===== src/rtl/kvi_pkg.sv =====
`timescale 1ns / 1ps
`default_nettype none
package kvi_pkg;
    typedef enum logic [0:0] {
        OP_LOAD = 1'b0,
        OP_EVAL = 1'b1
    } t_opcode;

    localparam logic [0:0] REG_ENTRY_COUNT = 1'b0;
    localparam logic [0:0] REG_INTERP_EN   = 1'b1;

    localparam int DW = 32;
    localparam int FRAC_BITS = 30;

    // table depth and entry index width
    localparam int MAX_ENTRIES = 64;
    localparam int IDX_W = 6;

    // one table entry: key and xyz value
    typedef struct packed {
        logic signed [DW-1:0] key;
        logic signed [DW-1:0] vx;
        logic signed [DW-1:0] vy;
        logic signed [DW-1:0] vz;
    } t_entry;

    function automatic logic signed [DW-1:0] sat32(input logic signed [63:0] v);
        logic signed [DW-1:0] r;
        if (v > 64'sh7FFF_FFFF) begin
            r = 32'sh7FFF_FFFF;
        end else if (v < -64'sh8000_0000) begin
            r = 32'sh8000_0000;
        end else begin
            r = v[DW-1:0];
        end
        return r;
    endfunction
endpackage
`default_nettype wire


===== src/rtl/kvi_ctrl.sv =====
`timescale 1ns / 1ps
`default_nettype none
module kvi_ctrl (
    input  wire logic              i_clk,
    input  wire logic              i_rst_n,
    input  wire logic              i_valid,
    output logic                   o_ready,
    input  wire logic              i_opcode,
    input  wire logic signed [31:0] i_fraction,
    input  wire logic [6:0]        i_entry_count,
    input  wire logic              i_interp_en,
    output logic [kvi_pkg::IDX_W-1:0] o_raddr,
    input  kvi_pkg::t_entry        i_rdata,
    output logic                   o_div_start,
    output logic signed [63:0]     o_div_num,
    output logic signed [32:0]     o_div_den,
    input  wire logic              i_div_done,
    input  wire logic signed [63:0] i_div_quo,
    output logic                   o_valid,
    input  wire logic              i_ready,
    output logic signed [31:0]     o_out_x,
    output logic signed [31:0]     o_out_y,
    output logic signed [31:0]     o_out_z,
    output logic [5:0]             o_segment_used
);
    import kvi_pkg::*;

    localparam int AW = IDX_W;
    localparam int CW = $clog2(MAX_ENTRIES + 1);

    typedef enum logic [9:0] {
        S_IDLE  = 10'b00_0000_0001,
        S_RLAST = 10'b00_0000_0010,
        S_RFST  = 10'b00_0000_0100,
        S_UP    = 10'b00_0000_1000,
        S_DOWN  = 10'b00_0001_0000,
        S_RSEG  = 10'b00_0010_0000,
        S_RNXT  = 10'b00_0100_0000,
        S_DIV   = 10'b00_1000_0000,
        S_MUL   = 10'b01_0000_0000,
        S_OUT   = 10'b10_0000_0000
    } t_state;

    t_state r_state;
    logic [CW-1:0] r_n;
    logic [CW-1:0] w_cnt;
    logic [AW-1:0] r_loc;
    logic [AW-1:0] r_last;
    logic [AW-1:0] r_addr;
    logic signed [31:0] r_f;
    t_entry r_e0, r_e1, r_last_e;
    logic signed [31:0] r_ratio;
    logic [1:0] r_comp;
    logic signed [63:0] r_acc [3];
    logic signed [31:0] r_ox, r_oy, r_oz;
    logic [5:0] r_seg;
    logic r_ovalid;
    logic r_wait;
    logic r_div_start;

    assign w_cnt = (i_entry_count > 7'(MAX_ENTRIES)) ? CW'(MAX_ENTRIES) : CW'(i_entry_count);
    assign o_raddr = r_addr;
    assign o_div_start = r_div_start;

    // one multiplier shared across components
    logic signed [32:0] w_d;
    logic signed [65:0] w_prod;
    logic signed [31:0] w_v0;
    logic signed [31:0] w_v1;
    always_comb begin
        unique case (r_comp)
            2'd0: begin w_v0 = r_e0.vx; w_v1 = r_e1.vx; end
            2'd1: begin w_v0 = r_e0.vy; w_v1 = r_e1.vy; end
            default: begin w_v0 = r_e0.vz; w_v1 = r_e1.vz; end
        endcase
        w_d = 33'(w_v1) - 33'(w_v0);
        w_prod = 66'(r_ratio) * 66'(w_d);
    end

    logic signed [65:0] w_sum;
    assign w_sum = ($signed(66'(w_v0)) <<< FRAC_BITS) + w_prod;

    logic signed [31:0] w_kd_sel;
    logic signed [32:0] w_kd;
    logic signed [32:0] w_fd;
    assign w_kd = 33'(r_e1.key) - 33'(r_e0.key);
    assign w_fd = 33'(r_f) - 33'(r_e0.key);
    assign w_kd_sel = r_e0.key;

    assign o_ready = (r_state == S_IDLE) && !r_ovalid;
    assign o_valid = r_ovalid;
    assign o_out_x = r_ox;
    assign o_out_y = r_oy;
    assign o_out_z = r_oz;
    assign o_segment_used = r_seg;

    logic signed [63:0] w_ratio_sat;
    always_comb begin
        w_ratio_sat = i_div_quo;
        if (i_div_quo > 64'sd1073741824) w_ratio_sat = 64'sd1073741824;
        if (i_div_quo < -64'sd1073741824) w_ratio_sat = -64'sd1073741824;
    end

    always_ff @(posedge i_clk) begin
        if (!i_rst_n) begin
            r_state     <= S_IDLE;
            r_ovalid    <= 1'b0;
            r_last      <= '0;
            r_wait      <= 1'b0;
            r_addr      <= '0;
            r_div_start <= 1'b0;
        end else begin
            r_div_start <= 1'b0;
            if (r_ovalid && i_ready) r_ovalid <= 1'b0;
            r_wait <= 1'b0;
            unique case (r_state)
                S_IDLE: begin
                    if (i_valid && o_ready && i_opcode == OP_EVAL) begin
                        r_f <= i_fraction;
                        r_n <= w_cnt;
                        if (w_cnt == '0) begin
                            r_ox <= '0; r_oy <= '0; r_oz <= '0; r_seg <= '0;
                            r_ovalid <= 1'b1;
                        end else begin
                            r_addr <= AW'(w_cnt - CW'(1));
                            r_wait <= 1'b1;
                            r_state <= S_RLAST;
                        end
                    end
                end
                S_RLAST: begin
                    if (!r_wait) begin
                        r_last_e <= i_rdata;
                        r_addr <= '0;
                        r_wait <= 1'b1;
                        r_state <= S_RFST;
                    end
                end
                S_RFST: begin
                    if (!r_wait) begin
                        r_e0 <= i_rdata;
                        if (r_n == CW'(1)) begin
                            r_ox <= i_rdata.vx; r_oy <= i_rdata.vy; r_oz <= i_rdata.vz;
                            r_seg <= '0; r_ovalid <= 1'b1; r_state <= S_IDLE;
                        end else if (r_f >= r_last_e.key) begin
                            r_ox <= r_last_e.vx; r_oy <= r_last_e.vy; r_oz <= r_last_e.vz;
                            r_seg <= 6'(r_n - CW'(1)); r_ovalid <= 1'b1; r_state <= S_IDLE;
                        end else if (r_f <= i_rdata.key) begin
                            r_ox <= i_rdata.vx; r_oy <= i_rdata.vy; r_oz <= i_rdata.vz;
                            r_seg <= '0; r_ovalid <= 1'b1; r_state <= S_IDLE;
                        end else begin
                            r_loc <= (CW'(r_last) > r_n - CW'(2)) ? AW'(r_n - CW'(2)) : r_last;
                            r_addr <= ((CW'(r_last) > r_n - CW'(2)) ? AW'(r_n - CW'(2)) : r_last)
                                      + AW'(1);
                            r_wait <= 1'b1;
                            r_state <= S_UP;
                        end
                    end
                end
                // walk up: read key[loc+1]
                S_UP: begin
                    if (!r_wait) begin
                        if (CW'(r_loc) + CW'(1) < r_n && r_f > i_rdata.key) begin
                            r_loc <= r_loc + AW'(1);
                            r_addr <= r_loc + AW'(2);
                            r_wait <= 1'b1;
                            if (CW'(r_loc) + CW'(2) >= r_n) begin
                                r_addr <= r_loc + AW'(1);
                                r_state <= S_DOWN;
                            end
                        end else begin
                            r_addr <= r_loc;
                            r_wait <= 1'b1;
                            r_state <= S_DOWN;
                        end
                    end
                end
                // walk down: read key[loc]
                S_DOWN: begin
                    if (!r_wait) begin
                        if (r_loc != '0 && r_f < i_rdata.key) begin
                            r_loc <= r_loc - AW'(1);
                            r_addr <= r_loc - AW'(1);
                            r_wait <= 1'b1;
                        end else begin
                            if (CW'(r_loc) > r_n - CW'(2)) begin
                                r_loc <= AW'(r_n - CW'(2));
                                r_addr <= AW'(r_n - CW'(2));
                            end else begin
                                r_addr <= r_loc;
                            end
                            r_wait <= 1'b1;
                            r_state <= S_RSEG;
                        end
                    end
                end
                S_RSEG: begin
                    if (!r_wait) begin
                        r_e0 <= i_rdata;
                        r_last <= r_loc;
                        r_seg <= 6'(r_loc);
                        r_addr <= r_loc + AW'(1);
                        r_wait <= 1'b1;
                        r_state <= S_RNXT;
                    end
                end
                S_RNXT: begin
                    if (!r_wait) begin
                        r_e1 <= i_rdata;
                        if (!i_interp_en || i_rdata.key == w_kd_sel) begin
                            r_ox <= r_e0.vx; r_oy <= r_e0.vy; r_oz <= r_e0.vz;
                            r_ovalid <= 1'b1; r_state <= S_IDLE;
                        end else begin
                            r_div_start <= 1'b1;
                            r_state <= S_DIV;
                        end
                    end
                end
                S_DIV: begin
                    if (i_div_done) begin
                        r_ratio <= w_ratio_sat[31:0];
                        r_comp <= 2'd0;
                        r_state <= S_MUL;
                    end
                end
                S_MUL: begin
                    r_acc[r_comp] <= 64'(w_sum >>> FRAC_BITS);
                    r_comp <= r_comp + 2'd1;
                    if (r_comp == 2'd2) r_state <= S_OUT;
                end
                S_OUT: begin
                    r_ox <= sat32(r_acc[0]);
                    r_oy <= sat32(r_acc[1]);
                    r_oz <= sat32(r_acc[2]);
                    r_ovalid <= 1'b1;
                    r_state <= S_IDLE;
                end
                default: r_state <= S_IDLE;
            endcase
        end
    end

    assign o_div_num = $signed(64'(w_fd)) <<< FRAC_BITS;
    assign o_div_den = w_kd;
endmodule
`default_nettype wire


===== config.mk =====
export PLATFORM = sky130hd
export DESIGN_NAME = kvi_ctrl
export DESIGN_NICKNAME = d
export VERILOG_FILES = /design/src/rtl/kvi_pkg.sv /design/src/rtl/kvi_ctrl.sv
export SDC_FILE = /design/constraint.sdc
export NUM_CORES = 2
export LEC_CHECK = 0
export BUFFER_PORTS_ARGS = -buffer_cell sky130_fd_sc_hd__buf_2
export CORE_MARGIN = 8
export CORE_UTILIZATION = 64
export CTS_BUF_LIST = sky130_fd_sc_hd__clkbuf_16
export DETAILED_ROUTE_END_ITERATION = 16
export PLACE_DENSITY = 0.83
export SLEW_MARGIN = 20
export SYNTH_ARGS = -nofsm -noshare
export SYNTH_HDL_FRONTEND = slang
export SYNTH_SLANG_ARGS = --single-unit

===== constraint.sdc =====
create_clock -name i_clk -period 15.6 [get_ports i_clk]
set_input_delay 3.9 -clock i_clk [delete_from_list [all_inputs] [get_ports i_clk]]
set_output_delay 3.9 -clock i_clk [all_outputs]
set_load 0.01 [all_outputs]

==> impl_metrics.ini <==
[status]
outcome = finished clean

[setup_path]
arrival_ns = 14.36
worstSetupStartpointType = register
cp_slowest_cell = fa_2
cpMostUsedCell = fa_1
criticalPathCategory = reg2reg
slowest_delay_ns = 0.98
worstPathMaxFanout = 60
endpoint_kind = register
crit_required_ns = 16.10

[cts]
clk_latency_ns = 0.73
postCtsHoldBufs = 0
cts_root_buf = clkbuf_16
cts.sinks = 698
cts-buffers-inserted = 74
cts_tree = yes
postCtsSetupBuffers = 0
cts_max_level = 3
path_clk_slew_ns = 0.07
cts_resized = 0
clk_path_buf_depth = 3

[die]
die_area_sq_um = 131000
ioPinCount = 446
row_count = 127
core_sq_um = 119000
die_y_microns = 362
die_x_microns = 362
initial_core_util = 0.642

[logic_synthesis]
yosys-top-cells-count = inv_1 (1511), fa_1 (1216), nand2_1 (827), edfxtp_1 (673), and2_1 (444)
yosysMostFrequentCell = inv_1
synth.distinct_cells = 94
yosysSeqAreaShare = 0.270
synth_top_cell_by_area = fa_1
netlist_instances = 7516
async_reset_ff_frac = 0
avgSynthCellArea_sq_um = 10.2
synth_ff_type = edfxtp_1
synth_top_area_frac = 0.317
synth_area_leaders = fa_1 (32%), edfxtp_1 (26%), inv_1 (7.4%)
ys_ff_latch = 698
synth_edf_count = 673
netlist_area_sq_um = 76800
synth-warning-count = 0

[timing]
fin_skew_ns = 0.102
setup_viol = 0
fin_setup_tns_ns = 0
timing.fmax_ghz = 0.0722
slew_headroom = 0.208
worstMarginPinSlew_ns = 1.19
hold_viol = 0
period_share = 0.888
slew_violations = 0
rsz0062_at_grt = no
fin_crit_ns = 13.86

[detailed_routing]
post-route-drc-count = 0
ant_nets = 0
wl_per_cell_microns = 26.0
vias = 58381
first_iter_violations = 6990
viasPerCell = 6.20
firstDrtPassIters = 6
wirelength_microns = 245000

[global_route]
gr-total-overflow = 0
grt_pass1_wl_microns = 374000
gr-usage-all-layers = 0.376
grt_max_degree = 95
grt_pass1_vias = 61346
antenna_found_initial = 33

[final_layout]
areaGrowthSynthToFinish_pct = 8.19
num-nets-final = 9628
instances_no_fill = 9423
drive_above_1_share = 0.0949
nFillCells = 8655

[power_and_ir_drop]
vdd_drop_max_v = 0.000125
switchingPower_mw = 2.86
seq_power_share = 0.334
power.density_nw_per_um2 = 86.9
power_frac_clock = 0.260
p_comb_frac = 0.406
switching_share = 0.396
leakage_nw = 38.5
intPower_mw = 4.35

[placed_design]
portBuffers = 415
place_inst = 9271
gp_congestion = 0.995
hpwl_microns = 185000

[run]
maxCapViolCount = 0

[worst_hold_path]
hold_class = reg2reg
==> worst max-delay path, delay by kind of cell (launching register included) <==
kind / cells / cell delay [ns]
compound gates: 14 / 4.19
xor+xnor: 1 / 0.26
fa+ha+maj: 11 / 5.83
buf+inv: 7 / 1.41
flops: 1 / 0.41
simple gates: 7 / 1.57
==> metal layers <==
metal | part of all wire | vias to the layer above | track usage | wire [microns]
met5 | 0.00045 | - | 0 | 110
met4 | 0.057 | 12 | 0.171 | 13900
met3 | 0.14 | 846 | 0.122 | 33200
met2 | 0.45 | 4203 | 0.573 | 109000
met1 | 0.36 | 28918 | 0.493 | 88300
li1 | - | 24402 | - | -
==> cell type report <==
cell class / count / area (sq um) / share of cell area
sequential: 698 / 20700 / 0.249
inverter: 1514 / 5680 / 0.0684
tap: 1612 / 2020 / 0.0243
multi-input combinational: 4928 / 49200 / 0.592
antenna: 17 / 42.5 / 0.000512
timing repair buffer: 519 / 2860 / 0.0344
clock buffer: 74 / 1850 / 0.0223
clock inverter: 61 / 694 / 0.00836
==> cells in the final DEF (no fill, tap or decap), drive strengths merged, types with 76 or more instances in the layout <==
master	n
inv	1529
nand2	828
o21ai	204
buf	519
o211ai	78
nor2	211
nor2b	100
a21o	76
xnor2	110
a21oi	246
nand3	81
mux2i	105
ha	439
edfxtp	673
fa	1216
and2	445
==> kinds of logic (layout without fill, tap and decap cells) <==
kind of cell    Yosys count  count (layout)  synth area share
compound gates          960             960            0.0818
xor+xnor                182             182            0.0208
fa+ha+maj              1655            1655             0.389
buf+inv                1919            2168            0.0958
flops                   698             698             0.270
mux                     106             106            0.0138
other cells               1              47         0.0000489
simple gates           1995            1995             0.129
==> power by group through the flow <==
stage	logic, mW	clock network [mW]	registers (mW)
after global routing	3.15	1.94	2.41
after CTS	2.81	1.87	2.41
after global placement	2.73	0	2.45
final	2.93	1.87	2.41
after detailed placement	2.77	0	2.45
after floorplan	1.72	0	2.46
==> sequential cells by signal, indices dropped and copies added, names as in the netlist, 2 cells and up <==
name	count
o_out_x	32
r_last_e	128
r_acc	108
r_n	7
o_out_y	32
w_kd_sel	32
o_segment_used	6
r_e0	96
o_out_z	32
r_last	6
o_raddr	6
r_e1	128
r_state	10
r_ratio	32
r_comp	2
r_f	32
r_loc	6
==> path summary, 6_finish.rpt <==
path | startpoint | to | slack [ns] | depth (start not counted)
worst min register to register | o_raddr[0]$_SDFFE_PN0P_ | o_raddr[0]$_SDFFE_PN0P_ | 0.48 | 2
worst max-delay path | r_comp[0]$_SDFFCE_PP0P_ | r_acc[1][26]$_DFFE_PP_ | 1.74 | 40
worst min-delay path | o_raddr[0]$_SDFFE_PN0P_ | o_raddr[0]$_SDFFE_PN0P_ | 0.48 | 2
worst max register to register | r_comp[0]$_SDFFCE_PP0P_ | r_acc[1][26]$_DFFE_PP_ | 1.74 | 40
==> stage by stage <==
stage / worst slack [ns] / instance area, sq um / power (mW) / utilization / hold WS [ns]
global route: 1.09 / 83000 / 7.50 / 0.695 / 0.486
floorplan: 2.64 / 76900 / 4.18 / - / 0.459
finish: 1.74 / 83000 / 7.21 / 0.695 / 0.476
detailed placement: 1.61 / 80400 / 5.22 / 0.673 / 0.463
global placement: 2.03 / 80400 / 5.18 / 0.673 / 0.455
CTS: 1.58 / 83000 / 7.09 / 0.695 / 0.475
Power figures use the tool's default switching activity.
