## config.mk

```make
export PLATFORM = sky130hd
export DESIGN_NAME = kvi_div
export DESIGN_NICKNAME = d
export VERILOG_FILES = /design/src/rtl/kvi_div.sv
export SDC_FILE = /design/constraint.sdc
export NUM_CORES = 1
export LEC_CHECK = 0
export ABC_CLOCK_PERIOD_IN_PS = 9400
export BUFFER_PORTS_ARGS = -buffer_cell sky130_fd_sc_hd__buf_2
export CAP_MARGIN = 20
export CORE_MARGIN = 5
export CORE_UTILIZATION = 35
export CTS_BUF_LIST = sky130_fd_sc_hd__clkbuf_4
export CTS_CLUSTER_SIZE = 16
export DETAILED_ROUTE_END_ITERATION = 16
export PLACE_DENSITY = 0.64
export SLEW_MARGIN = 20
export SYNTH_ARGS = -nofsm -noshare
export SYNTH_HDL_FRONTEND = slang
export SYNTH_SLANG_ARGS = --single-unit
export TNS_END_PERCENT = 50
```

## constraint.sdc

```tcl
create_clock -name i_clk -period 9.4 [get_ports i_clk]
set_input_delay 0.47 -clock i_clk [delete_from_list [all_inputs] [get_ports i_clk]]
set_output_delay 0.47 -clock i_clk [all_outputs]
set_load 0.01 [all_outputs]
```

## src/rtl/kvi_div.sv

```systemverilog
`timescale 1ns / 1ps
`default_nettype none
// restoring signed divider, one quotient bit a cycle, truncates toward zero
module kvi_div (
    input  wire logic               i_clk,
    input  wire logic               i_rst_n,
    input  wire logic               i_start,
    input  wire logic signed [63:0] i_num,
    input  wire logic signed [32:0] i_den,
    output logic                    o_done,
    output logic signed [63:0]      o_quo
);
    logic [63:0] r_q, n_q;
    logic [64:0] r_rem, n_rem;
    logic [32:0] r_den;
    logic        r_neg;
    logic [6:0]  r_cnt;
    logic        r_busy;
    logic        r_done;
    logic [64:0] w_shift;
    logic [64:0] w_trial;

    assign w_shift = {r_rem[63:0], r_q[63]};
    assign w_trial = w_shift - {32'd0, r_den};

    always_comb begin
        n_q   = {r_q[62:0], 1'b0};
        n_rem = w_shift;
        if (!w_trial[64]) begin
            n_rem = w_trial;
            n_q[0] = 1'b1;
        end
    end

    always_ff @(posedge i_clk) begin
        if (!i_rst_n) begin
            r_busy <= 1'b0;
            r_done <= 1'b0;
            r_cnt  <= '0;
        end else begin
            r_done <= 1'b0;
            if (i_start) begin
                r_busy <= 1'b1;
                r_cnt  <= 7'd0;
            end else if (r_busy) begin
                r_cnt <= r_cnt + 7'd1;
                if (r_cnt == 7'd63) begin
                    r_busy <= 1'b0;
                    r_done <= 1'b1;
                end
            end
        end
    end

    always_ff @(posedge i_clk) begin
        if (i_start) begin
            r_q   <= i_num[63] ? 64'(-i_num) : i_num;
            r_den <= i_den[32] ? 33'(-i_den) : i_den;
            r_rem <= '0;
            r_neg <= i_num[63] ^ i_den[32];
        end else if (r_busy) begin
            r_q   <= n_q;
            r_rem <= n_rem;
        end
    end

    assign o_done = r_done;
    assign o_quo  = r_neg ? -$signed(r_q) : $signed(r_q);
endmodule
`default_nettype wire

```

==> metrics.log, run 1 <==
INFO  metric clock-skew-final = approximately 38 ps
INFO  metric global_route.overflow_total = 0
INFO  metric required = 8930 ps
INFO  metric dp_worst_setup_slack = 4880 ps
INFO  metric total_switching_power = ~0.80 mW
INFO  metric dominantRegCellSynth = sky130_fd_sc_hd__edfxtp_1
INFO  metric crit_fanout = 6
INFO  metric timing.slew.headroom = around 28%
INFO  metric internal_power = 1.53 mW
INFO  metric floorplan.io_pins = roughly 170
INFO  metric finalNetCount = 1739
INFO  metric minimum_clock_period = 5070 ps
INFO  metric crit_path_end_kind = primary output
INFO  metric clk_pin_slew_worst_paths = about 150 ps
INFO  metric final_worst_path_setup_slack = 4330 ps
INFO  metric worst-endpoint-arrival = 4600 ps
INFO  metric routed-wl-met2 = 15700 um
INFO  metric worst-setup-path-type = reg2out
INFO  metric dieHeight = 200 um
INFO  metric max_cap_violations = 0
INFO  metric mean_area_per_synthesized_cell = approximately 8.5 um2
INFO  metric gp_routability_congestion = 0.897
INFO  metric cts_hold_buf = 0
INFO  metric post_synth_instance_area = 12700 um2
INFO  metric synthesis_to_finish_area_growth = 12.2%
INFO  metric cp-startpoint = r_q[10]
INFO  metric grt_first_pass_wirelength = approximately 56000 um
INFO  metric synth.net_count = roughly 1.6k
INFO  metric cts_inserted_buffers = 17
INFO  metric drt-initial-drc-count = 768
INFO  metric drc_errors = 0
INFO  metric vdd_drop_max = roughly 0.1 mV
INFO  metric yosysWarnings = 0
INFO  metric wl_met1 = 15900 um
INFO  metric yosysUniqueCellTypes = 78
INFO  metric hold_viol = 0
INFO  metric post_synthesis_instance_total = 1490
INFO  metric starting_density = 35.5%
INFO  metric setup_crit_start_kind = register
INFO  metric r2r_start = r_q[63]
INFO  metric max_slew.worst_pin.slew = between 1000 and 1500 ps
INFO  metric synth-async-reset-ratio = 0%
INFO  metric utilization = 39.8%
INFO  metric min_from = i_rst_n
INFO  metric route.antenna.remaining_nets = 0
INFO  metric top_layer_used = met5
INFO  metric routed_wl = 34200 um
INFO  metric final_cells = 2079
INFO  metric p_leak = 5.54 nW
INFO  metric grt_antenna_before_repair = 5
INFO  metric clockPowerShare = 25.3%
INFO  metric fraction_of_final_layout_cells_sized_beyond_drive_strength_1 = roughly 15%
INFO  metric drtPass1Iterations = 6
INFO  metric cts.repair.resized = 0
INFO  metric max_clock_freq = 197 MHz
INFO  metric place_inst = about 2.0k
INFO  metric tns = 0 ps
INFO  metric max_slew_vio_count = 0
INFO  metric finalCritPeriodShare = 54.0%
INFO  metric most_common_cell_after_layout_fill_and_taps_aside = sky130_fd_sc_hd__buf_2
INFO  metric maximum_number_of_pins_on_one_net_before_global_route_repair = 116
INFO  metric hold_path_class = in2reg
INFO  metric die_area = 40100 um2
INFO  metric post_cts_buffers = 0
INFO  metric routed-wl-met3 = 2050 um
INFO  metric clock_tree.root_cell = sky130_fd_sc_hd__clkbuf_4
INFO  metric wirelength_per_cell = 16.4 um
INFO  metric unrepaired_setup_endpoints_after_global_routing = false
INFO  metric clock_insertion_delay_at_the_later_pin_of_the_skew_report = 600 ps
INFO  metric rows = 69
INFO  metric p_comb_share = 33.3%
INFO  metric run_status = complete, no violations
INFO  metric io_buffers = 164
INFO  metric postSynthRegisterBits = 171
INFO  metric numClockSinks = 171
INFO  metric cts_tree = done
INFO  metric area_taken_by_multi_input_logic_gates = 7690 um2
INFO  metric viasPerCell = 5.42
INFO  metric die_x = 200 um
INFO  metric sw_frac_of_total = 34.5%
INFO  metric core_region_area = about 36000 um2
INFO  metric grt.total_usage = 16.3%
INFO  metric portion_of_total_power_attributed_to_sequential_cells = between 40% and 50%
INFO  metric ff_latch_area = 4410 um2
INFO  metric seq_area_frac_synth = 34.8%
INFO  metric number_of_flops_mapped_to_enable_cells_by_yosys = 98
INFO  metric setup_violators_final = 0
INFO  metric hpwl = roughly 26000 um
INFO  metric htree_num_levels = 4
INFO  metric first_global_vias = 10.9k
INFO  metric power_per_cell_area = 164 nW/um2
INFO  metric clockBufferDepth = 2
INFO  metric fill_cells = 3671
INFO  metric layout_common_cells = sky130_fd_sc_hd__buf_2, sky130_fd_sc_hd__nor2_1, sky130_fd_sc_hd__nand2_1
INFO  metric routed-via-count = 11.3k
==> power by group through the flow <==
stage               clock, mW  combinational [mW]  sequential [mW]
finish                  0.590               0.777            0.965
floorplan                   0               0.560            0.953
CTS                     0.607               0.776            0.964
global route            0.634               0.861            0.977
detailed placement          0               0.770            0.981
global placement            0               0.762            0.977
==> worst max-delay path, cell delays in order (launching register included) <==
cell	delay (ps)
sky130_fd_sc_hd__edfxtp_1	450
sky130_fd_sc_hd__or4_1	620
sky130_fd_sc_hd__nor4_1	550
sky130_fd_sc_hd__nand4_1	440
sky130_fd_sc_hd__or3_1	490
sky130_fd_sc_hd__or3_1	440
sky130_fd_sc_hd__or3b_1	480
sky130_fd_sc_hd__o31ai_1	260
sky130_fd_sc_hd__xnor2_1	140
sky130_fd_sc_hd__buf_2	140
==> state kept, by name, indices dropped and copies added, names as in the netlist <==
name	cells
r_q	64
r_rem	64
r_den	33
r_neg	1
o_done	1
r_cnt	7
r_busy	1
==> cell families (layout without fill, tap and decap cells) <==
logic type / Yosys count / in the layout / share of synthesized area, %
other cells: 0 / 4 / 0
mux: 25 / 25 / 2.02
buf+inv: 138 / 262 / 4.45
fa+ha+maj: 38 / 38 / 3.81
xor+xnor: 202 / 202 / 14.0
compound gates: 380 / 380 / 19.8
flops: 171 / 171 / 34.8
simple gates: 536 / 536 / 21.2
==> metal layers <==
layer / global-route usage, % / vias up
li1: - / 5669
met1: 21.8 / 5249
met2: 27.3 / 314
met3: 3.36 / 40
met4: 4.25 / 2
met5: 0 / -
==> cell usage after synthesis, types with 4 or more instances <==
library cell	n	area [um2]
sky130_fd_sc_hd__ha_1	37	463
sky130_fd_sc_hd__clkbuf_1	62	233
sky130_fd_sc_hd__xnor2_1	107	937
sky130_fd_sc_hd__nand4_1	17	106
sky130_fd_sc_hd__a21o_1	19	143
sky130_fd_sc_hd__o31ai_1	45	338
sky130_fd_sc_hd__nand2b_1	17	106
sky130_fd_sc_hd__nor2_1	158	593
sky130_fd_sc_hd__nor4_1	22	138
sky130_fd_sc_hd__nor3_1	32	160
sky130_fd_sc_hd__buf_6	4	45.0
sky130_fd_sc_hd__buf_1	7	26.3
sky130_fd_sc_hd__or2_2	17	106
sky130_fd_sc_hd__mux2_2	4	45.0
sky130_fd_sc_hd__and3_1	5	31.3
sky130_fd_sc_hd__o41ai_1	21	184
sky130_fd_sc_hd__a21boi_0	5	37.5
sky130_fd_sc_hd__nand3_1	17	85.1
sky130_fd_sc_hd__o211ai_1	9	67.6
sky130_fd_sc_hd__xor2_1	95	832
sky130_fd_sc_hd__inv_1	59	221
sky130_fd_sc_hd__or4_1	34	255
sky130_fd_sc_hd__dfxtp_1	73	1460
sky130_fd_sc_hd__a21oi_1	106	531
sky130_fd_sc_hd__nor2b_1	7	43.8
sky130_fd_sc_hd__mux2i_1	21	210
sky130_fd_sc_hd__a211oi_1	29	218
sky130_fd_sc_hd__nand2_1	134	503
sky130_fd_sc_hd__o21ai_0	84	420
sky130_fd_sc_hd__o2111ai_1	6	52.6
sky130_fd_sc_hd__o21a_1	12	90.1
sky130_fd_sc_hd__or3_1	49	307
sky130_fd_sc_hd__edfxtp_1	98	2940
sky130_fd_sc_hd__a311oi_1	10	87.6
==> metrics by stage <==
stage | hold slack, ps | instance area, um2 | power, mW
floorplan | 453 | 12700 | 1.51
global placement | 464 | 13800 | 1.74
detailed placement | 477 | 13800 | 1.75
CTS | 73.2 | 14200 | 2.35
global route | 82.8 | 14200 | 2.47
finish | 115 | 14200 | 2.33
==> layout make-up <==
class	instances	share of cell area, %
multi-input cells	1181	54.2
clock inverters	13	1.92
well taps	461	4.06
diodes	4	0.0705
inverters	59	1.56
repair buffers	171	6.22
clock buffers	19	1.00
flip-flops and latches	171	31.0
==> worst paths after layout <==
| path | endpoint | slack [ps] | cells after the start |
|---|---|---|---|
| max | o_quo[57] | 4330 | 9 |
| min reg2reg | r_rem[30] | 490 | 2 |
| max reg2reg | r_rem[42] | 4820 | 12 |
| min | r_busy | 120 | 2 |
No activity file was read; power rests on OpenSTA's default activity.
==> run 2, diff against run 1 <==
--- a/config.mk
+++ b/config.mk
@@ -5,7 +5,7 @@
 export SDC_FILE = /design/constraint.sdc
 export NUM_CORES = 1
 export LEC_CHECK = 0
-export ABC_CLOCK_PERIOD_IN_PS = 9400
+export ABC_CLOCK_PERIOD_IN_PS = 4700
 export BUFFER_PORTS_ARGS = -buffer_cell sky130_fd_sc_hd__buf_2
 export CAP_MARGIN = 20
 export CORE_MARGIN = 5
==> constraint.sdc (replaced) <==
create_clock -name i_clk -period 4.7 [get_ports i_clk]
set_input_delay 0.235 -clock i_clk [delete_from_list [all_inputs] [get_ports i_clk]]
set_output_delay 0.235 -clock i_clk [all_outputs]
set_load 0.01 [all_outputs]
==> run 2 against run 1 <==
Compared with the run above:
- critical endpoint unchanged
- register-to-register slack worse by 4200 ps
- wire length decreased by 0.13%
- die area unchanged
==> metrics.log, run 2 (same netlist as run 1, synthesis figures left out) <==
INFO  metric run_status = complete, no violations
INFO  metric rows = 69 (unchanged)
INFO  metric hold_viol = 0 (unchanged)
INFO  metric core_region_area = 35700 um2 (unchanged)
INFO  metric dieHeight = 200 um (unchanged)
INFO  metric cts_inserted_buffers = 17 (unchanged)
INFO  metric utilization = 40.6% (+0.78 points)
INFO  metric setup.reg_to_reg.worst_slack = 600 ps (-4220 ps)
INFO  metric numClockSinks = 171 (unchanged)
INFO  metric floorplan.io_pins = 165 (unchanged)
INFO  metric worst-endpoint-arrival = 4240 ps (-360 ps)
INFO  metric finalInstanceArea = 14500 um2 (+2.0%)
INFO  metric grt_antenna_before_repair = 4 (-1)
INFO  metric finalNetCount = 1781 (+2.4%)
INFO  metric clock_insertion_delay_at_the_later_pin_of_the_skew_report = 610 ps (about the same)
INFO  metric layout_common_cells = sky130_fd_sc_hd__buf_2, sky130_fd_sc_hd__nor2_1, sky130_fd_sc_hd__nand2_1
INFO  metric clock_tree.root_cell = sky130_fd_sc_hd__clkbuf_4
INFO  metric first_global_vias = 10.7k (-1.6%)
INFO  metric timing.critical_path.cells = or4_1 -> nor4_1 -> buf_4 -> nand4_1 -> buf_4 -> or3_1 -> or3_1 -> or3b_1 -> o31ai_1 -> xnor2_1 -> buf_2
INFO  metric r2r_start = r_q[63]
INFO  metric vdd_drop_max = 0.151 mV (+55%)
INFO  metric starting_density = 35.5% (unchanged)
INFO  metric drc_errors = 0 (unchanged)
INFO  metric crit_fanout = 6 (unchanged)
INFO  metric clockBufferDepth = 2 (unchanged)
INFO  metric most_common_cell_after_layout_fill_and_taps_aside = sky130_fd_sc_hd__buf_2
INFO  metric drtPass1Iterations = 5 (-1)
INFO  metric clk_pin_slew_worst_paths = 160 ps (about the same)
INFO  metric fraction_of_final_layout_cells_sized_beyond_drive_strength_1 = 15.6% (+0.34 points)
INFO  metric gp_routability_congestion = 0.897 (unchanged)
INFO  metric htree_num_levels = 4 (unchanged)
INFO  metric die_area = 40100 um2 (unchanged)
INFO  metric max_cap_violations = 0 (unchanged)
INFO  metric clock-skew-final = 36.2 ps (-2.03 ps)
INFO  metric max_slew.worst_pin.slew = 1110 ps (+29.3 ps)
INFO  metric finalCritPeriodShare = 95.1%
INFO  metric placedInstanceArea = 13800 um2 (+0.27%)
INFO  metric crit_path_end_kind = primary output
INFO  metric worst-setup-path-type = reg2out
INFO  metric viasPerCell = 5.39 (-0.68%)
INFO  metric top_registers = r_q x64, r_rem x64, r_den x33
INFO  metric timing.critical_path.slowest_stage_cell = sky130_fd_sc_hd__or4_1
INFO  metric wirelength_per_cell = 16.1 um (-2.1%)
INFO  metric dp_worst_setup_slack = 648 ps (-4240 ps)
INFO  metric grt.total_usage = 16.3% (-0.066 points)
INFO  metric place_inst = 2048 (+0.24%)
INFO  metric min_from = i_num[30]
INFO  metric synthesis_to_finish_area_growth = 14.4%
INFO  metric max_clock_freq = 224 MHz
INFO  metric critical_path.top_delay_family = simple AND/OR/NAND/NOR gates
INFO  metric p_leak = 5.65 nW (+1.9%)
INFO  metric timing.slew.headroom = 26.3% (-2.0 points)
INFO  metric minimum_clock_period = 4470 ps
INFO  metric cts_tree = done
INFO  metric power_per_cell_area = 304 nW/um2 (+85%)
INFO  metric hpwl = 25400 um (-1.0%)
INFO  metric routed_wl = 34200 um (-0.13%)
INFO  metric cp-startpoint = r_q[10]
INFO  metric die_x = 200 um (unchanged)
INFO  metric setup_violators_final = 0 (unchanged)
INFO  metric global_route.overflow_total = 0 (unchanged)
INFO  metric routed-via-count = 11.4k (+1.3%)
INFO  metric setup_crit_start_kind = register
INFO  metric required = 4470 ps (-4460 ps)
INFO  metric final_cells = 2120 (+2.0%)
INFO  metric maximum_number_of_pins_on_one_net_before_global_route_repair = 86 (-26%)
INFO  metric cp.buffers_inverters = 3 (+2)
INFO  metric power.total = 4.40 mW (+89%)
INFO  metric final_worst_path_setup_slack = 229 ps (-4100 ps)
INFO  metric drt-initial-drc-count = 723 (-5.9%)
INFO  metric grt_first_pass_wirelength = 55500 um (-0.11%)
INFO  metric max_slew_vio_count = 0 (unchanged)
INFO  metric hold_path_class = in2reg
INFO  metric route.antenna.remaining_nets = 0 (unchanged)
INFO  metric io_buffers = 164 (unchanged)
INFO  metric timing.critical_path.slowest_cell_delay = 620 ps (about the same)
==> run 2: worst paths after layout <==
kind,end,cells after the start
max reg2reg,r_rem[42],12
min reg2reg,r_rem[17],2
min,r_q[30],3
max,o_quo[57],11
==> run 2: report_power, final <==
part           total [mW]  internal (mW)  switching [mW]
registers            1.93           1.77           0.167
clock network       0.894          0.330           0.564
logic                1.57          0.662           0.905
==> run 2: metal layers <==
metal,vias to the layer above,track usage [%],share of wire [%]
li1,5752,-,-
met1,5317,22.1,47
met2,313,26.9,46
met3,34,3.59,6.0
met4,2,3.37,1.3
met5,-,0,0.038
==> run 2: final cells by class <==
type,instances,area [um2]
fillers,3582,21200
multi-input cells,1181,7710
flip-flops and latches,171,4410
repair buffers,213,1280
well taps,461,577
inverters,59,221
clock buffers,19,143
clock inverters,13,143
diodes,3,7.51
==> run 2: what timing repair did <==
item                                   CTS  global route
gates resized for setup                  0             3
setup endpoints to repair                0             4
endpoints found under the hold margin   35             0
buffers inserted                         0             3
hold buffers                            34             0
==> run 2: worst register-to-register path, cell delays in order, from the launching register on <==
cell                        delay, ps
sky130_fd_sc_hd__edfxtp_1         430
sky130_fd_sc_hd__inv_1             80
sky130_fd_sc_hd__ha_1             220
sky130_fd_sc_hd__fa_1             390
sky130_fd_sc_hd__nor2b_1          210
sky130_fd_sc_hd__o2111ai_1        180
sky130_fd_sc_hd__a21oi_1          360
sky130_fd_sc_hd__o2111ai_1        230
sky130_fd_sc_hd__a31oi_1          480
sky130_fd_sc_hd__o211a_4          330
sky130_fd_sc_hd__nand4_2          310
sky130_fd_sc_hd__or4_1            510
sky130_fd_sc_hd__a311oi_1         270
==> run 2: stage by stage <==
step                      setup TNS (ps)  hold slack, ps
final                                  0            42.7
after global routing               -6.11            1.34
after CTS                              0           0.769
after detailed placement               0             474
after global placement                 0             463
after floorplan                        0             334
==> run 3, diff against run 2 <==
--- a/config.mk
+++ b/config.mk
@@ -5,15 +5,16 @@
 export SDC_FILE = /design/constraint.sdc
 export NUM_CORES = 1
 export LEC_CHECK = 0
+export ABC_AREA = 1
 export ABC_CLOCK_PERIOD_IN_PS = 4700
 export BUFFER_PORTS_ARGS = -buffer_cell sky130_fd_sc_hd__buf_2
-export CAP_MARGIN = 20
+export CAP_MARGIN = 0
 export CORE_MARGIN = 5
 export CORE_UTILIZATION = 35
 export CTS_BUF_LIST = sky130_fd_sc_hd__clkbuf_4
 export CTS_CLUSTER_SIZE = 16
 export DETAILED_ROUTE_END_ITERATION = 16
-export PLACE_DENSITY = 0.64
+export PLACE_DENSITY = 0.63
 export SLEW_MARGIN = 20
 export SYNTH_ARGS = -nofsm -noshare
 export SYNTH_HDL_FRONTEND = slang
==> run 3 against run 2 <==
Compared with the run above:
- utilization is 0.33 points higher
- die area is 24% higher
- wire length rose by 55%
- maximum frequency grew 17%
- worst hold slack better by 64 ps
- worst setup slack improved by 650 ps
- register-to-register slack gained 920 ps
- sequential power down 7%
- largest cell class unchanged
==> metrics.log, run 3 <==
INFO  metric crit_fanout = 5 (-1)
INFO  metric worst-endpoint-arrival = 3590 ps (-650 ps)
INFO  metric yosys.area.top_type_share = 21.8% (-1.5 points)
INFO  metric drtPass1Iterations = 6 (+1)
INFO  metric clock_tree.root_cell = sky130_fd_sc_hd__clkbuf_4
INFO  metric final_cells = 3484 (+64%)
INFO  metric timing.critical_path.cells = inv_1 -> ha_1 -> nand3_1 -> nor2_1 -> nand2_1 -> nor2_1 -> nand3b_1 -> nand2_1 -> nand2_1 -> a21oi_1 -> o21ai_0 -> xor2_1 -> buf_2
INFO  metric final_worst_path_setup_slack = 875 ps (+646 ps)
INFO  metric share_of_the_synthesized_netlist_area_taken_by_xor_and_xnor_gates = 8.85% (-5.1 points)
INFO  metric clockBufferDepth = 2 (unchanged)
INFO  metric htree_num_levels = 4 (unchanged)
INFO  metric post-synth-top-count-cell = sky130_fd_sc_hd__nand2_1
INFO  metric fraction_of_final_layout_cells_sized_beyond_drive_strength_1 = 8.39% (-7.2 points)
INFO  metric most_common_cell_after_layout_fill_and_taps_aside = sky130_fd_sc_hd__nand2_1
INFO  metric cp.buffers_inverters = 2 (-1)
INFO  metric place_inst = 3355 (+64%)
INFO  metric finalCritPeriodShare = 81.4% (-14 points)
INFO  metric routed_wl = 52900 um (+55%)
INFO  metric drt-initial-drc-count = 1818 (+150%)
INFO  metric core_region_area = 45100 um2 (+26%)
INFO  metric yosysUniqueCellTypes = 45 (-42%)
INFO  metric vdd_drop_max = 0.122 mV (-19%)
INFO  metric floorplan.io_pins = 165 (unchanged)
INFO  metric grt.total_usage = 20.9% (+4.6 points)
INFO  metric hold_viol = 0 (unchanged)
INFO  metric number_of_flops_mapped_to_enable_cells_by_yosys = 98 (unchanged)
INFO  metric die_area = 49600 um2 (+24%)
INFO  metric crit_path_end_kind = primary output
INFO  metric power_per_cell_area = 210 nW/um2 (-31%)
INFO  metric dominantRegCellSynth = sky130_fd_sc_hd__edfxtp_1
INFO  metric dp_worst_setup_slack = 1550 ps (+906 ps)
INFO  metric max_cap_violations = 0 (unchanged)
INFO  metric gp_routability_congestion = 0.988 (+10%)
INFO  metric synth.net_count = 2781 (+71%)
INFO  metric required = 4470 ps (about the same)
INFO  metric wirelength_per_cell = 15.2 um (-5.8%)
INFO  metric route.antenna.remaining_nets = 0 (unchanged)
INFO  metric post_synth_instance_area = 15800 um2 (+25%)
INFO  metric synth_fa_ha_area_share = 3.05% (-0.77 points)
INFO  metric io_buffers = 164 (unchanged)
INFO  metric commonest_cells_in_the_netlist = sky130_fd_sc_hd__nand2_1, sky130_fd_sc_hd__inv_1, sky130_fd_sc_hd__nor2_1
INFO  metric hpwl = 41300 um (+63%)
INFO  metric first_global_vias = 15.4k (+43%)
INFO  metric routed-via-count = 17.0k (+49%)
INFO  metric tns = 0 ps (unchanged)
INFO  metric layout_common_cells = sky130_fd_sc_hd__nand2_1, sky130_fd_sc_hd__inv_1, sky130_fd_sc_hd__nor2_1
INFO  metric max_slew.worst_pin.slew = 1040 ps (-63.8 ps)
INFO  metric post-synth-top-area-cell = sky130_fd_sc_hd__nand2_1
INFO  metric setup_violators_final = 0 (unchanged)
INFO  metric clock_insertion_delay_at_the_later_pin_of_the_skew_report = 720 ps (+110 ps)
INFO  metric clock-skew-final = 30.8 ps (-5.35 ps)
INFO  metric synth_compound_gate_area_share = 6.41% (-13 points)
INFO  metric ys_top_cells_by_area = sky130_fd_sc_hd__nand2_1, sky130_fd_sc_hd__edfxtp_1, sky130_fd_sc_hd__inv_1
INFO  metric rows = 78 (+13%)
INFO  metric synthesis_to_finish_area_growth = 16.6%
INFO  metric dieHeight = 223 um (+11%)
INFO  metric yosysWarnings = 0 (unchanged)
INFO  metric synth-async-reset-ratio = 0% (unchanged)
INFO  metric seq_area_frac_synth = 27.8% (-7.0 points)
INFO  metric fill_cells = 4931 (+38%)
INFO  metric numClockSinks = 171 (unchanged)
INFO  metric mean_area_per_synthesized_cell = 5.99 um2 (-29%)
INFO  metric starting_density = 35.1% (-0.38 points)
INFO  metric minimum_clock_period = 3820 ps (-646 ps)
INFO  metric basic_gate_share_of_the_synthesized_area_counting_and_or_nand_and_nor_cells = 41.9% (+21 points)
INFO  metric worst-setup-path-type = reg2out
INFO  metric critical_path.top_delay_family = simple AND/OR/NAND/NOR gates
INFO  metric max_clock_freq = 261 MHz (+17%)
INFO  metric postSynthRegisterBits = 171 (unchanged)
INFO  metric clk_pin_slew_worst_paths = 170 ps (about the same)
INFO  metric maximum_number_of_pins_on_one_net_before_global_route_repair = 69 (-20%)
INFO  metric global_route.overflow_total = 0 (unchanged)
INFO  metric run_status = complete, no violations
INFO  metric timing.slew.headroom = 30.4% (+4.2 points)
INFO  metric synthMuxAreaShare = 0% (-2.0 points)
INFO  metric post_cts_buffers = 0 (unchanged)
INFO  metric die_x = 223 um (+11%)
INFO  metric hold_path_class = in2reg
INFO  metric top_registers = r_q x64, r_rem x64, r_den x33
INFO  metric drc_errors = 0 (unchanged)
INFO  metric cts_tree = done
INFO  metric largest_family_of_logic_cells_by_synthesized_area = simple AND/OR/NAND/NOR gates
INFO  metric cts_inserted_buffers = 17 (unchanged)
INFO  metric critical_path.most_common_cell = sky130_fd_sc_hd__nand2_1
INFO  metric timing.critical_path.slowest_cell_delay = 500 ps (-120 ps)
INFO  metric timing.critical_path.slowest_stage_cell = sky130_fd_sc_hd__edfxtp_1
INFO  metric unrepaired_setup_endpoints_after_global_routing = false
INFO  metric max_slew_vio_count = 0 (unchanged)
INFO  metric grt_antenna_before_repair = 1 (-3)
INFO  metric post_synthesis_instance_total = 2643 (+77%)
INFO  metric setup_crit_start_kind = register
INFO  metric p_leak = 9.61 nW (+70%)
INFO  metric grt_first_pass_wirelength = 83100 um (+50%)
INFO  metric viasPerCell = 4.88 (-9.4%)
INFO  metric finalNetCount = 3008 (+69%)
-- run 3: cell types whose count changed in the layout (fill, tap and decap cells not counted), moves of 20 or more --
cell	change
sky130_fd_sc_hd__inv_1	+371
sky130_fd_sc_hd__nand3_1	+175
sky130_fd_sc_hd__o21ai_0	+20
sky130_fd_sc_hd__o31ai_1	-39
sky130_fd_sc_hd__or3_1	-48
sky130_fd_sc_hd__or4_1	-34
sky130_fd_sc_hd__nor2_1	+170
sky130_fd_sc_hd__a21oi_1	-60
sky130_fd_sc_hd__nand4_1	+38
sky130_fd_sc_hd__a211oi_1	-29
sky130_fd_sc_hd__mux2i_1	-21
sky130_fd_sc_hd__dlygate4sd3_1	+62
sky130_fd_sc_hd__xnor2_1	-57
sky130_fd_sc_hd__nand2_1	+785
-- run 3: cell type report --
cell class	count	area (um2)	share of cell area [%]
flip-flops and latches	171	4400	23.8
inverters	433	1630	8.80
diodes	1	2.50	0.0136
well taps	600	751	4.07
repair buffers	267	1840	9.95
clock inverters	14	160	0.867
multi-input cells	1980	9550	51.7
clock buffers	18	135	0.732
-- run 3: power by group --
group | total [mW] | internal, mW | switching, mW
combinational | 1.13 | 0.405 | 0.727
sequential | 1.79 | 1.71 | 0.0869
clock | 0.943 | 0.332 | 0.611
-- run 3: metal layers --
layer	routed length, um	GRT usage (%)	share of wire, %
met1	24700	30.3	47
met2	22400	31.0	42
met3	3920	3.63	7.4
met4	1850	7.69	3.5
met5	0	0	0
-- run 3: final timing paths --
path         slack [ps]   endpoint  cells after the start       from
min                 110     r_q[3]                      6   i_num[1]
min reg2reg         480  r_rem[18]                      2  r_rem[18]
max reg2reg        1520  r_rem[32]                     19    r_q[63]
max                 880  o_quo[48]                     13     r_q[0]
-- run 3: repair_timing --
action / CTS / global route
hold buffers: 96 / 0
resized for setup: 0 / 0
hold endpoints to repair: 129 / 0
-- run 3: logic make-up after synthesis --
kind of cell               after synthesis
DFF                                    171
and+or+nand+nor                       1593
xor gates and xnor gates               160
AOI/OAI and AO/OA                      189
adders and majority gates               38
buffers and inverters                  492
-- run 3: stage by stage --
| step | cell area, um2 | utilization [%] | power (mW) | hold WS (ps) |
|---|---|---|---|---|
| 5_1_grt | 18500 | 41.0 | 4.09 | 72.7 |
| 6_report | 18500 | 41.0 | 3.87 | 107 |
| 4_1_cts | 18500 | 41.0 | 3.90 | 7.34 |
| 3_3_place_gp | 17200 | 38.2 | 2.88 | 463 |
| 2_1_floorplan | 15800 | - | 2.45 | 334 |
| 3_5_place_dp | 17200 | 38.2 | 2.88 | 464 |
-- run 3: worst min-delay path: stages --
cell and delay [ps]:
sky130_fd_sc_hd__buf_2 70, sky130_fd_sc_hd__inv_1 50, sky130_fd_sc_hd__nand3_1 130, sky130_fd_sc_hd__nand3_1 80, sky130_fd_sc_hd__nand2_1 60, sky130_fd_sc_hd__o22ai_1 50
